$ cat src/tojq_pkg.sv
package tojq_pkg;

  // queue depth and derived widths
  localparam int unsigned CAPACITY = 16;
  localparam int unsigned IDX_W    = (CAPACITY > 1) ? $clog2(CAPACITY) : 1;
  localparam int unsigned CNT_W    = $clog2(CAPACITY + 1);

  // fixed field widths
  localparam int unsigned KEY_W    = 32;
  localparam int unsigned DLY_W    = 32;
  localparam int unsigned TAG_W    = 16;
  localparam int unsigned ACT_W    = 2;
  localparam int unsigned COUNT_W  = 5;
  localparam int unsigned STAT_W   = 2;

  typedef enum logic [ACT_W-1:0] {
    ACT_INSERT     = 2'd0,
    ACT_POP        = 2'd1,
    ACT_PUSH_FRONT = 2'd2,
    ACT_CLEAR      = 2'd3
  } action_e;

  typedef enum logic [STAT_W-1:0] {
    STAT_OK    = 2'd0,
    STAT_FULL  = 2'd1,
    STAT_EMPTY = 2'd2
  } status_e;

  // whole-row operation broadcast to every cell
  typedef enum logic [1:0] {
    OP_HOLD  = 2'd0,
    OP_SHL   = 2'd1,
    OP_SHR   = 2'd2
  } shift_op_e;

  typedef struct packed {
    logic [KEY_W-1:0]        key;
    logic signed [DLY_W-1:0] dly;
    logic [TAG_W-1:0]        tag;
  } entry_t;

  // job traveling down the row during a sorted insert
  typedef struct packed {
    logic   vld;
    logic   shift;
    entry_t ent;
  } tok_t;

  typedef struct packed {
    shift_op_e        op;
    logic [CNT_W-1:0] count;
  } cell_ctrl_t;

endpackage

$ cat src/tojq_cell.sv
module tojq_cell import tojq_pkg::*; (
  input  logic             clk_i,
  input  logic             rst_ni,
  input  logic [IDX_W-1:0] idx_i,
  input  cell_ctrl_t       ctrl_i,
  input  entry_t           left_i,
  input  entry_t           right_i,
  input  tok_t             tok_i,
  output entry_t           data_o,
  output tok_t             tok_o
);

  entry_t data_q, data_d;
  tok_t   tok_q, tok_d;
  logic   at_end;

  // this cell is the first free slot
  assign at_end = ({{(CNT_W - IDX_W){1'b0}}, idx_i} == ctrl_i.count);

  // shift, absorb or pass the traveling job
  always_comb begin
    data_d = data_q;
    tok_d  = '0;
    unique case (ctrl_i.op)
      OP_SHL: begin
        data_d = right_i;
      end
      OP_SHR: begin
        data_d = left_i;
      end
      default: begin
        if (tok_i.vld) begin
          if (at_end) begin
            data_d = tok_i.ent;
          end else if (tok_i.shift || (tok_i.ent.key < data_q.key)) begin
            data_d    = tok_i.ent;
            tok_d.vld   = 1'b1;
            tok_d.shift = 1'b1;
            tok_d.ent   = data_q;
          end else begin
            tok_d = tok_i;
          end
        end
      end
    endcase
  end

  // entry payload
  always_ff @(posedge clk_i) begin
    data_q <= data_d;
  end

  // token toward the next cell
  always_ff @(posedge clk_i or negedge rst_ni) begin
    if (!rst_ni) begin
      tok_q <= '0;
    end else begin
      tok_q <= tok_d;
    end
  end

  assign data_o = data_q;
  assign tok_o  = tok_q;

endmodule

$ cat config.mk
export PLATFORM = sky130hd
export DESIGN_NAME = tojq_cell
export DESIGN_NICKNAME = d
export VERILOG_FILES = /design/src/tojq_pkg.sv /design/src/tojq_cell.sv
export SDC_FILE = /design/constraint.sdc
export NUM_CORES = 1
export LEC_CHECK = 0
export BUFFER_PORTS_ARGS = -buffer_cell sky130_fd_sc_hd__clkbuf_2
export CORE_AREA = 2 2 164 166
export DETAILED_ROUTE_END_ITERATION = 10
export DIE_AREA = 0 0 166 168
export PLACE_DENSITY = 0.65
export SETUP_SLACK_MARGIN = 0.3
export SYNTH_ARGS = -nofsm -noshare
export SYNTH_HDL_FRONTEND = slang
export SYNTH_SLANG_ARGS = --single-unit
$ cat constraint.sdc
create_clock -name clk_i -period 7.5 [get_ports clk_i]
set_input_delay 0 -clock clk_i [delete_from_list [all_inputs] [get_ports clk_i]]
set_output_delay 0 -clock clk_i [all_outputs]
set_load 0.01 [all_outputs]
# ---- Word-level counts from Yosys, hierarchy flattened
# Index checks and enable logic that the tools add are counted.
dict set report word_totals {
  regBits 162
  output_inout_bits 162
  word_cells 25
}
dict set report classes {
  eq_ne 3
  n_mux 8
  n_reduce_logical 5
  order_cmp 1
}
# op n
set ops {}
lappend ops {{$mux 82} 3}
lappend ops {{$mux 80} 3}
lappend ops {{$pmux 80 s2} 1}
lappend ops {{$mux 81} 1}
lappend ops {{$lt 32x32->1} 1}
lappend ops {{$eq 4x5->1} 1}
lappend ops {{$reduce_bool 4->1} 1}
lappend ops {{$reduce_bool 3->1} 1}
lappend ops {{$eq 2x1->1 const B} 1}
lappend ops {{$eq 2x2->1 const B} 1}
lappend ops {{$reduce_and 2->1} 1}
lappend ops {{$reduce_or 2->1} 1}
lappend ops {{$logic_or 1x1->1} 1}

# ---- Longest topological paths before layout
# Gate-level depths: netlist of the first run.
dict set report logic_depth {
  word_depth 6
  mapped_depth 10
}

# ---- Worst setup path after synthesis of the first run
# No wires, ideal clock.
dict set report synth_path {
  path_type {register to register}
  start {register data_q (netlist bit data_o[75])}
  end {register data_q (netlist bit data_o[0]), enable pin}
  stages_incl_launch_ff 11
  setup_ns 0.452
  arrival_time_ns 4.179
  path_slack_ns 2.869
  t_required_ns 7.048
  synth_period_minus_slack_ns 4.631
  path_cell_list {edfxtp_1 inv_1 ha_1 a21oi_1 o21ai_0 a221oi_1 a2bb2oi_1 and2_1 buf_2 buf_2 o32a_1}
}
dict set report synth_via {
  elab_chain_len 4
}
# element line
set synth_lines {}
lappend synth_lines {{start, declared} tojq_cell.sv:13} ;# entry_t data_q, data_d;
lappend synth_lines {{start signal, assigned} tojq_cell.sv:50} ;# data_q <= data_d;
lappend synth_lines {{$lt 32x32->1} tojq_cell.sv:35} ;# end else if (tok_i.shift || (tok_i.ent.key < data_q.key)) begin
lappend synth_lines {{$logic_or 1x1->1} tojq_cell.sv:35}
lappend synth_lines {{$reduce_bool 4->1 (no line)} n/a}
lappend synth_lines {{$reduce_and 2->1 (no line)} n/a}
# Every way passes these cells.
# A chain may end at the register's enable or synchronous reset.

# ---- Worst setup path in the final report of the first run
dict set report layout_path {
  start {register data_q (netlist bit data_o[75])}
  end {register data_q (netlist bit data_o[17]), enable pin}
}
# Same word-level chain as after synthesis.

==> results of run 1 <==
==> stage by stage <==
| step | hold WS [ps] | setup slack, ps | instances | power (W) | instance area (sq um) |
|---|---|---|---|---|---|
| after floorplan | -295.6 | 2869 | 845 | 0.001422 | 8167 |
| after global placement | -29.60 | 2891 | 1532 | 0.001709 | 10490 |
| after detailed placement | -24.16 | 2780 | 1532 | 0.001720 | 10490 |
| after CTS | 0.3389 | 2752 | 1757 | 0.002714 | 13020 |
| after global routing | 8.982 | 2585 | 1758 | 0.002834 | 13030 |
| final | 11.12 | 2913 | 1758 | 0.002699 | 13030 |
==> worst paths after layout <==
path | endpoint | depth (start not counted)
setup / recovery | data_o[17]$_DFFE_PP_ | 10
min in group asynchronous | tok_o[61]$_DFF_PN0_ | 2
hold reg to reg | tok_o[13]$_DFF_PN0_ | 2
max in group asynchronous | tok_o[23]$_DFF_PN0_ | 3
hold / removal | data_o[61]$_DFFE_PP_ | 3
setup reg to reg | data_o[17]$_DFFE_PP_ | 10
==> critical path: stages (launching register included) <==
cell	delay [ps]
sky130_fd_sc_hd__edfxtp_1	410
sky130_fd_sc_hd__inv_1	80
sky130_fd_sc_hd__ha_1	250
sky130_fd_sc_hd__a21oi_1	160
sky130_fd_sc_hd__o21ai_0	110
sky130_fd_sc_hd__a221oi_1	540
sky130_fd_sc_hd__a2bb2oi_4	180
sky130_fd_sc_hd__and2_2	150
sky130_fd_sc_hd__buf_4	640
sky130_fd_sc_hd__o32a_2	1020
sky130_fd_sc_hd__buf_4	630
==> area by class of cell <==
class                   instances  area, sq um  area share [%]
well taps                     341        426.7           3.274
clock buffers                  18        439.2           3.370
inverters                      37        138.9           1.066
clock inverters                14        163.9           1.258
multi-input cells             568         3322           25.49
repair buffers                618         4086           31.36
flip-flops and latches        162         4454           34.18
==> cell usage in the layout (no fill, tap or decap), types with 2 or more instances in the layout <==
| cell | netlist | layout |
|---|---|---|
| sky130_fd_sc_hd__clkbuf_2 | 7 | 415 |
| sky130_fd_sc_hd__dlygate4sd3_1 | 0 | 194 |
| sky130_fd_sc_hd__nand2_1 | 168 | 168 |
| sky130_fd_sc_hd__o21ai_0 | 162 | 162 |
| sky130_fd_sc_hd__nand4_1 | 84 | 84 |
| sky130_fd_sc_hd__dfrtp_1 | 82 | 82 |
| sky130_fd_sc_hd__a22oi_1 | 80 | 80 |
| sky130_fd_sc_hd__edfxtp_1 | 80 | 80 |
| sky130_fd_sc_hd__inv_1 | 37 | 37 |
| sky130_fd_sc_hd__ha_1 | 33 | 31 |
| sky130_fd_sc_hd__clkbuf_16 | 0 | 17 |
| sky130_fd_sc_hd__a21oi_1 | 12 | 12 |
| sky130_fd_sc_hd__buf_4 | 0 | 9 |
| sky130_fd_sc_hd__inv_6 | 0 | 6 |
| sky130_fd_sc_hd__xnor2_1 | 2 | 2 |
| sky130_fd_sc_hd__xor2_1 | 2 | 2 |
| sky130_fd_sc_hd__nand3_1 | 2 | 2 |
| sky130_fd_sc_hd__a21o_1 | 2 | 2 |
| sky130_fd_sc_hd__nor2_1 | 3 | 2 |
| sky130_fd_sc_hd__o21ai_1 | 2 | 2 |
| sky130_fd_sc_hd__ha_4 | 0 | 2 |
| sky130_fd_sc_hd__bufinv_16 | 0 | 2 |
| sky130_fd_sc_hd__inv_8 | 0 | 2 |
| sky130_fd_sc_hd__clkinv_4 | 0 | 2 |
==> routing by layer <==
| metal | wire [um] | track usage (%) | up-vias |
|---|---|---|---|
| li1 | - | - | 4212 |
| met1 | 12040 | 25.41 | 4265 |
| met2 | 15820 | 38.14 | 535 |
| met3 | 2283 | 4.890 | 60 |
| met4 | 910 | 8.469 | 0 |
| met5 | 0 | 0 | - |
==> cells by family after synthesis <==
kind of cell               share of synthesized area [%]
adders and majority gates                          5.056
DFF                                                54.54
buffers and inverters                              5.424
and+or+nand+nor                                    14.91
xor gates and xnor gates                          0.4291
AOI/OAI and AO/OA                                  19.64
==> state kept, by name (all words and copies together), names as in the netlist <==
| signal | cells |
|---|---|
| data_o | 80 |
| tok_o | 82 |
==> Yosys cell counts (3+ instances only) <==
library cell / number / area, sq um
sky130_fd_sc_hd__a22oi_1: 80 / 600.6
sky130_fd_sc_hd__ha_1: 33 / 412.9
sky130_fd_sc_hd__o21ai_0: 162 / 810.8
sky130_fd_sc_hd__nand4_1: 84 / 525.5
sky130_fd_sc_hd__edfxtp_1: 80 / 2402
sky130_fd_sc_hd__a21oi_1: 12 / 60.06
sky130_fd_sc_hd__nor2_1: 3 / 11.26
sky130_fd_sc_hd__clkbuf_2: 7 / 35.03
sky130_fd_sc_hd__inv_1: 37 / 138.9
sky130_fd_sc_hd__clkbuf_1: 67 / 251.5
sky130_fd_sc_hd__nand2_1: 168 / 630.6
sky130_fd_sc_hd__dfrtp_1: 82 / 2052
==> where the power goes <==
part           switching, W  internal (W)
sequential        0.0000564       0.00107
clock              0.000392      0.000512
combinational      0.000391      0.000282
total              0.000840       0.00186
==> what timing repair did <==
item                                   CTS  global route
endpoints found under the hold margin  190             1
hold buffers                           193             1
setup endpoints to repair                0             0
==> flow_summary.json, run 1 <==
{
  "max_cap_viol_count": 0,
  "path_max_fanout": 81,
  "combined_global_route_utilization_of_all_metal_layers_pct": 21.54,
  "global_route.overflow_total": 0,
  "drtAntennaViolNets": 0,
  "dpl.hpwl_um": 19240,
  "clock_path_buffers": 2,
  "path_clk_slew_ps": 70,
  "postSynthNetCount": 1133,
  "required_ps": 7550,
  "worst_hold_path_type": "primary input to flip-flop",
  "fillCellCount": 2364,
  "startpoint_type": "flip-flop",
  "finalCriticalPeriod_ps": 4587,
  "synth-edff-count": 80,
  "setup-violations-final": 0,
  "worstPathArrival_ps": 4640,
  "number_of_placed_i_o_pins": 417,
  "synth.yosys.seq_area_share_pct": 54.54,
  "ys_warn_count": 0,
  "gp_congestion": 0.7856,
  "row_count": 60,
  "post_drt_wl_per_cell_um": 17.66,
  "total_standard_cell_area_after_synthesis_sq_um": 8167,
  "leakage_power_nw": 5.999,
  "ir_drop_mv": 0.1463,
  "cts_sinks": 162,
  "synth_area_per_cell_sq_um": 9.665,
  "layout.core_utilization_pct": 49.45,
  "ys_types": 35,
  "worst_clock_skew_ps": 12.98,
  "initial_antenna_violation_count": 0,
  "drtPass1Iterations": 5,
  "worst_setup_path_startpoint": "data_o[75]$_DFFE_PP_",
  "synthToLayoutAreaGrowth_pct": 59.57,
  "worstSetupEndpointType": "flip-flop",
  "start_point_of_the_worst_min_delay_path": "right_i[61]",
  "die_x_um": 166,
  "cts.root.buffer_cell": "sky130_fd_sc_hd__clkbuf_16",
  "cts_htree_levels": 4,
  "first_global_vias": 9089,
  "drive_above_1_share_pct": 32.60,
  "unrepaired_setup_endpoints_after_global_routing": "no",
  "cts_inserted_buffers": 17,
  "hold_viol_final": 0,
  "synth_flop_cell": "sky130_fd_sc_hd__dfrtp_1",
  "post_synth_inst_count": 845,
  "placeableCoreArea_sq_um": 26350,
  "numPortBuffers": 416,
  "timing.setup.tns_ps": 0,
  "worstSkewPairLatency_ps": 420,
  "vias": 9072,
  "net_count_of_the_finished_layout": 1692,
  "power-per-cell-area_nw_per_um2": 207.1,
  "floorplan.initialDensity_pct": 30.99,
  "maximum_number_of_pins_on_one_net_before_global_route_repair": 89,
  "min_period_over_period_pct": 61.16,
  "floorplan.die.height_um": 168,
  "cts_setup_buffers": 0,
  "synth-async-reset-ratio_pct": 50.62,
  "global_route_wire_length_before_repair_um": 47870,
  "outcome": "finished clean",
  "worstMarginPinSlew_ps": 1123,
  "vias_per_cell": 5.160,
  "drt-total-wl_um": 31050,
  "timing_max_transition_violations_final": 0,
  "ys_seq_elements": 162,
  "post-route-drc-count": 0,
  "r2r_slack_ps": 2910,
  "cts_tree": "yes",
  "cts-resized-gates": 0,
  "slew_headroom_pct": 25.12,
  "timing_worst_setup_path_type": "flip-flop to flip-flop",
  "floorplan.die_area_sq_um": 27890,
  "max_freq_mhz": 218.0,
  "antenna-diode-count": 0,
  "r2r_start": "data_o[75]$_DFFE_PP_",
  "detailedRoute.firstIterationViolations": 743
}
Power figures use the tool's default switching activity.
==> run 2, diff against run 1 <==
- PLACE_DENSITY: 0.65 -> 0.67
- clock period: 7.5 -> 4 ns (I/O delays scaled with it)
==> run 2 against run 1 <==
Clock skew increased by 13 ps. Critical path type unchanged. Critical endpoint is now tok_o[51]$_DFF_PN0_. Combinational power increased by 93%. Core utilization increased by 0.76 points. Sequential cell count unchanged. Sequential power increased by 88%. Highest routed layer unchanged.
==> flow_summary.json, run 2 (synthesis gave the netlist of run 1 again) <==
{
  "outcome": "finished clean",
  "numPortBuffers": 416,
  "worst_hold_path_type": "primary input to flip-flop",
  "final_cell_mix": "sky130_fd_sc_hd__clkbuf_2, sky130_fd_sc_hd__dlygate4sd3_1, sky130_fd_sc_hd__nand2_1, sky130_fd_sc_hd__o21ai_0, sky130_fd_sc_hd__nand4_1",
  "die_x_um": 166,
  "number_of_placed_i_o_pins": 417,
  "ir_drop_mv": 0.2461,
  "vias": 9271,
  "floorplan.initialDensity_pct": 30.99,
  "timing.setup.tns_ps": 0,
  "drt-total-wl_um": 32460,
  "cts-resized-gates": 0,
  "worstSetupEndpointType": "flip-flop",
  "setup-violations-final": 0,
  "gp_congestion": 0.8279,
  "post_drt_wl_per_cell_um": 18.25,
  "pwr-share-comb_pct": 26.0,
  "clock_path_buffers": 2,
  "largest_reg_flops": 82,
  "worstSkewPairLatency_ps": 430,
  "cts_tree": "yes",
  "floorplan.die.height_um": 168,
  "cts_setup_buffers": 0,
  "critPathMaxStageDelay_ps": 660,
  "leakage_power_nw": 6.075,
  "power-per-cell-area_nw_per_um2": 379.2,
  "cts_htree_levels": 4,
  "initial_antenna_violation_count": 1,
  "fillCellCount": 2332,
  "mostFrequentLayoutCell": "sky130_fd_sc_hd__clkbuf_2",
  "placeableCoreArea_sq_um": 26350,
  "regArea_sq_um": 4454,
  "start_point_of_the_worst_min_delay_path": "right_i[78]",
  "setup_slack_ps": 1092,
  "net_count_of_the_finished_layout": 1711,
  "min_period_over_period_pct": 72.71,
  "r2r_start": "data_o[73]$_DFFE_PP_",
  "layout.cells.non_filler": 1778,
  "path_max_fanout": 80,
  "switchingPower_w": 0.001624,
  "max_freq_mhz": 343.8,
  "first_global_vias": 9122,
  "unrepaired_setup_endpoints_after_global_routing": "no",
  "total_power_w": 0.005018,
  "timing_max_transition_violations_final": 0,
  "cts_hold_repair.buffers": 208,
  "worst_clock_skew_ps": 26.03,
  "startpoint_type": "flip-flop",
  "worstMarginPinSlew_ps": 1001,
  "cts_sinks": 162,
  "critical_path.most_common_cell": "sky130_fd_sc_hd__o21ai_0",
  "worstPathArrival_ps": 3150,
  "cellInternalPower_w": 0.003393,
  "row_count": 60,
  "required_ps": 4240,
  "maximum_number_of_pins_on_one_net_before_global_route_repair": 86,
  "worstReg2RegEnd": "tok_o[51]$_DFF_PN0_",
  "drtPass1Iterations": 5,
  "combined_global_route_utilization_of_all_metal_layers_pct": 22.58,
  "max_cap_viol_count": 0,
  "vias_per_cell": 5.214,
  "worstPathCellList": "inv_1 > ha_1 > a21oi_1 > o21ai_0 > a221oi_1 > a2bb2oi_4 > and2_2 > buf_4 > o21ai_0",
  "ff2ff_path_depth": 9,
  "pwr-share-clk_pct": 32.1,
  "finalCriticalPeriod_ps": 2908,
  "synthToLayoutAreaGrowth_pct": 62.03,
  "r2r_slack_ps": 1090,
  "hold_depth": 3,
  "worstHoldEndpoint": "data_o[78]$_DFFE_PP_",
  "path_clk_slew_ps": 80,
  "hold_ws_ps": 12.12,
  "sequentialPowerShare_pct": 41.9,
  "worst_path_max_delay_cell": "sky130_fd_sc_hd__buf_4",
  "p_sw_share_pct": 32.37,
  "multi_input_comb_area_sq_um": 3333,
  "global_route_wire_length_before_repair_um": 49760,
  "floorplan.die_area_sq_um": 27890,
  "pre_cts_slack_ps": 1061,
  "detailedRoute.firstIterationViolations": 875,
  "drive_above_1_share_pct": 32.52,
  "dpl.hpwl_um": 20060,
  "drtAntennaViolNets": 0,
  "cts.root.buffer_cell": "sky130_fd_sc_hd__clkbuf_16",
  "slew_headroom_pct": 33.28,
  "cts_inserted_buffers": 17,
  "place_inst": 1536,
  "global_route.overflow_total": 0,
  "hold_viol_final": 0,
  "timing_worst_setup_path_type": "flip-flop to flip-flop",
  "post-route-drc-count": 0
}
-- run 2: changes by cell type in the layout (fill, tap and decap cells not counted), sizes merged --
cell / previous run / this run
dlygate4sd3: 194 / 209
bufinv: 2 / 0
buf: 9 / 13
clkinv: 3 / 2
diode: 0 / 1
clkinvlp: 1 / 2
inv: 45 / 47
-- run 2: layout make-up --
class | count | share of cell area (%)
Timing Repair Buffer | 637 | 32.53
Multi-Input combinational cell | 568 | 25.19
Clock inverter | 14 | 1.012
Clock buffer | 18 | 3.319
Antenna cell | 1 | 0.01891
Sequential cell | 162 | 33.66
Tap cell | 341 | 3.224
Inverter | 37 | 1.050
-- run 2: layer usage --
metal  track usage (%)  routed length (um)
met5                 0                   0
met4             11.87                1628
met3             6.253                2763
met2             37.92               15560
met1             26.45               12500
-- run 2: stage by stage --
stage	utilization [%]	area, sq um
after floorplan	-	8168
after global placement	40.10	10570
after detailed placement	40.10	10570
after CTS	50.17	13220
after global routing	50.22	13230
final	50.22	13230
-- run 2: worst max-delay path by stage --
stage / cells past startpoint / slack (ps) / endpoint / from
after floorplan: 10 / 340 / data_o[0]$_DFFE_PP_ / data_o[75]$_DFFE_PP_
after global placement: 8 / 1150 / tok_o[76]$_DFF_PN0_ / data_o[49]$_DFFE_PP_
after global routing: 8 / 910 / tok_o[50]$_DFF_PN0_ / data_o[49]$_DFFE_PP_
after detailed placement: 8 / 1060 / tok_o[28]$_DFF_PN0_ / data_o[49]$_DFFE_PP_
final: 9 / 1090 / tok_o[51]$_DFF_PN0_ / data_o[73]$_DFFE_PP_
after CTS: 8 / 1040 / tok_o[51]$_DFF_PN0_ / data_o[49]$_DFFE_PP_
-- run 2: power groups by stage --
stage | sequential (W) | combinational, W | clock (W)
3_3_place_gp | 0.00213 | 0.00109 | 0
4_1_cts | 0.00210 | 0.00128 | 0.00166
5_1_grt | 0.00213 | 0.00142 | 0.00173
2_1_floorplan | 0.00222 | 0.000442 | 0
3_5_place_dp | 0.00214 | 0.00110 | 0
6_report | 0.00210 | 0.00130 | 0.00161
-- run 2: critical path: cells and delay by family, from the launching register on --
kind                     cells  cell delay (ps)
AO/OA/AOI/OAI                5             1130
adder cells (fa/ha/maj)      1              230
buffers and inverters        2              740
flip-flops                   1              430
AND/OR/NAND/NOR              1              170
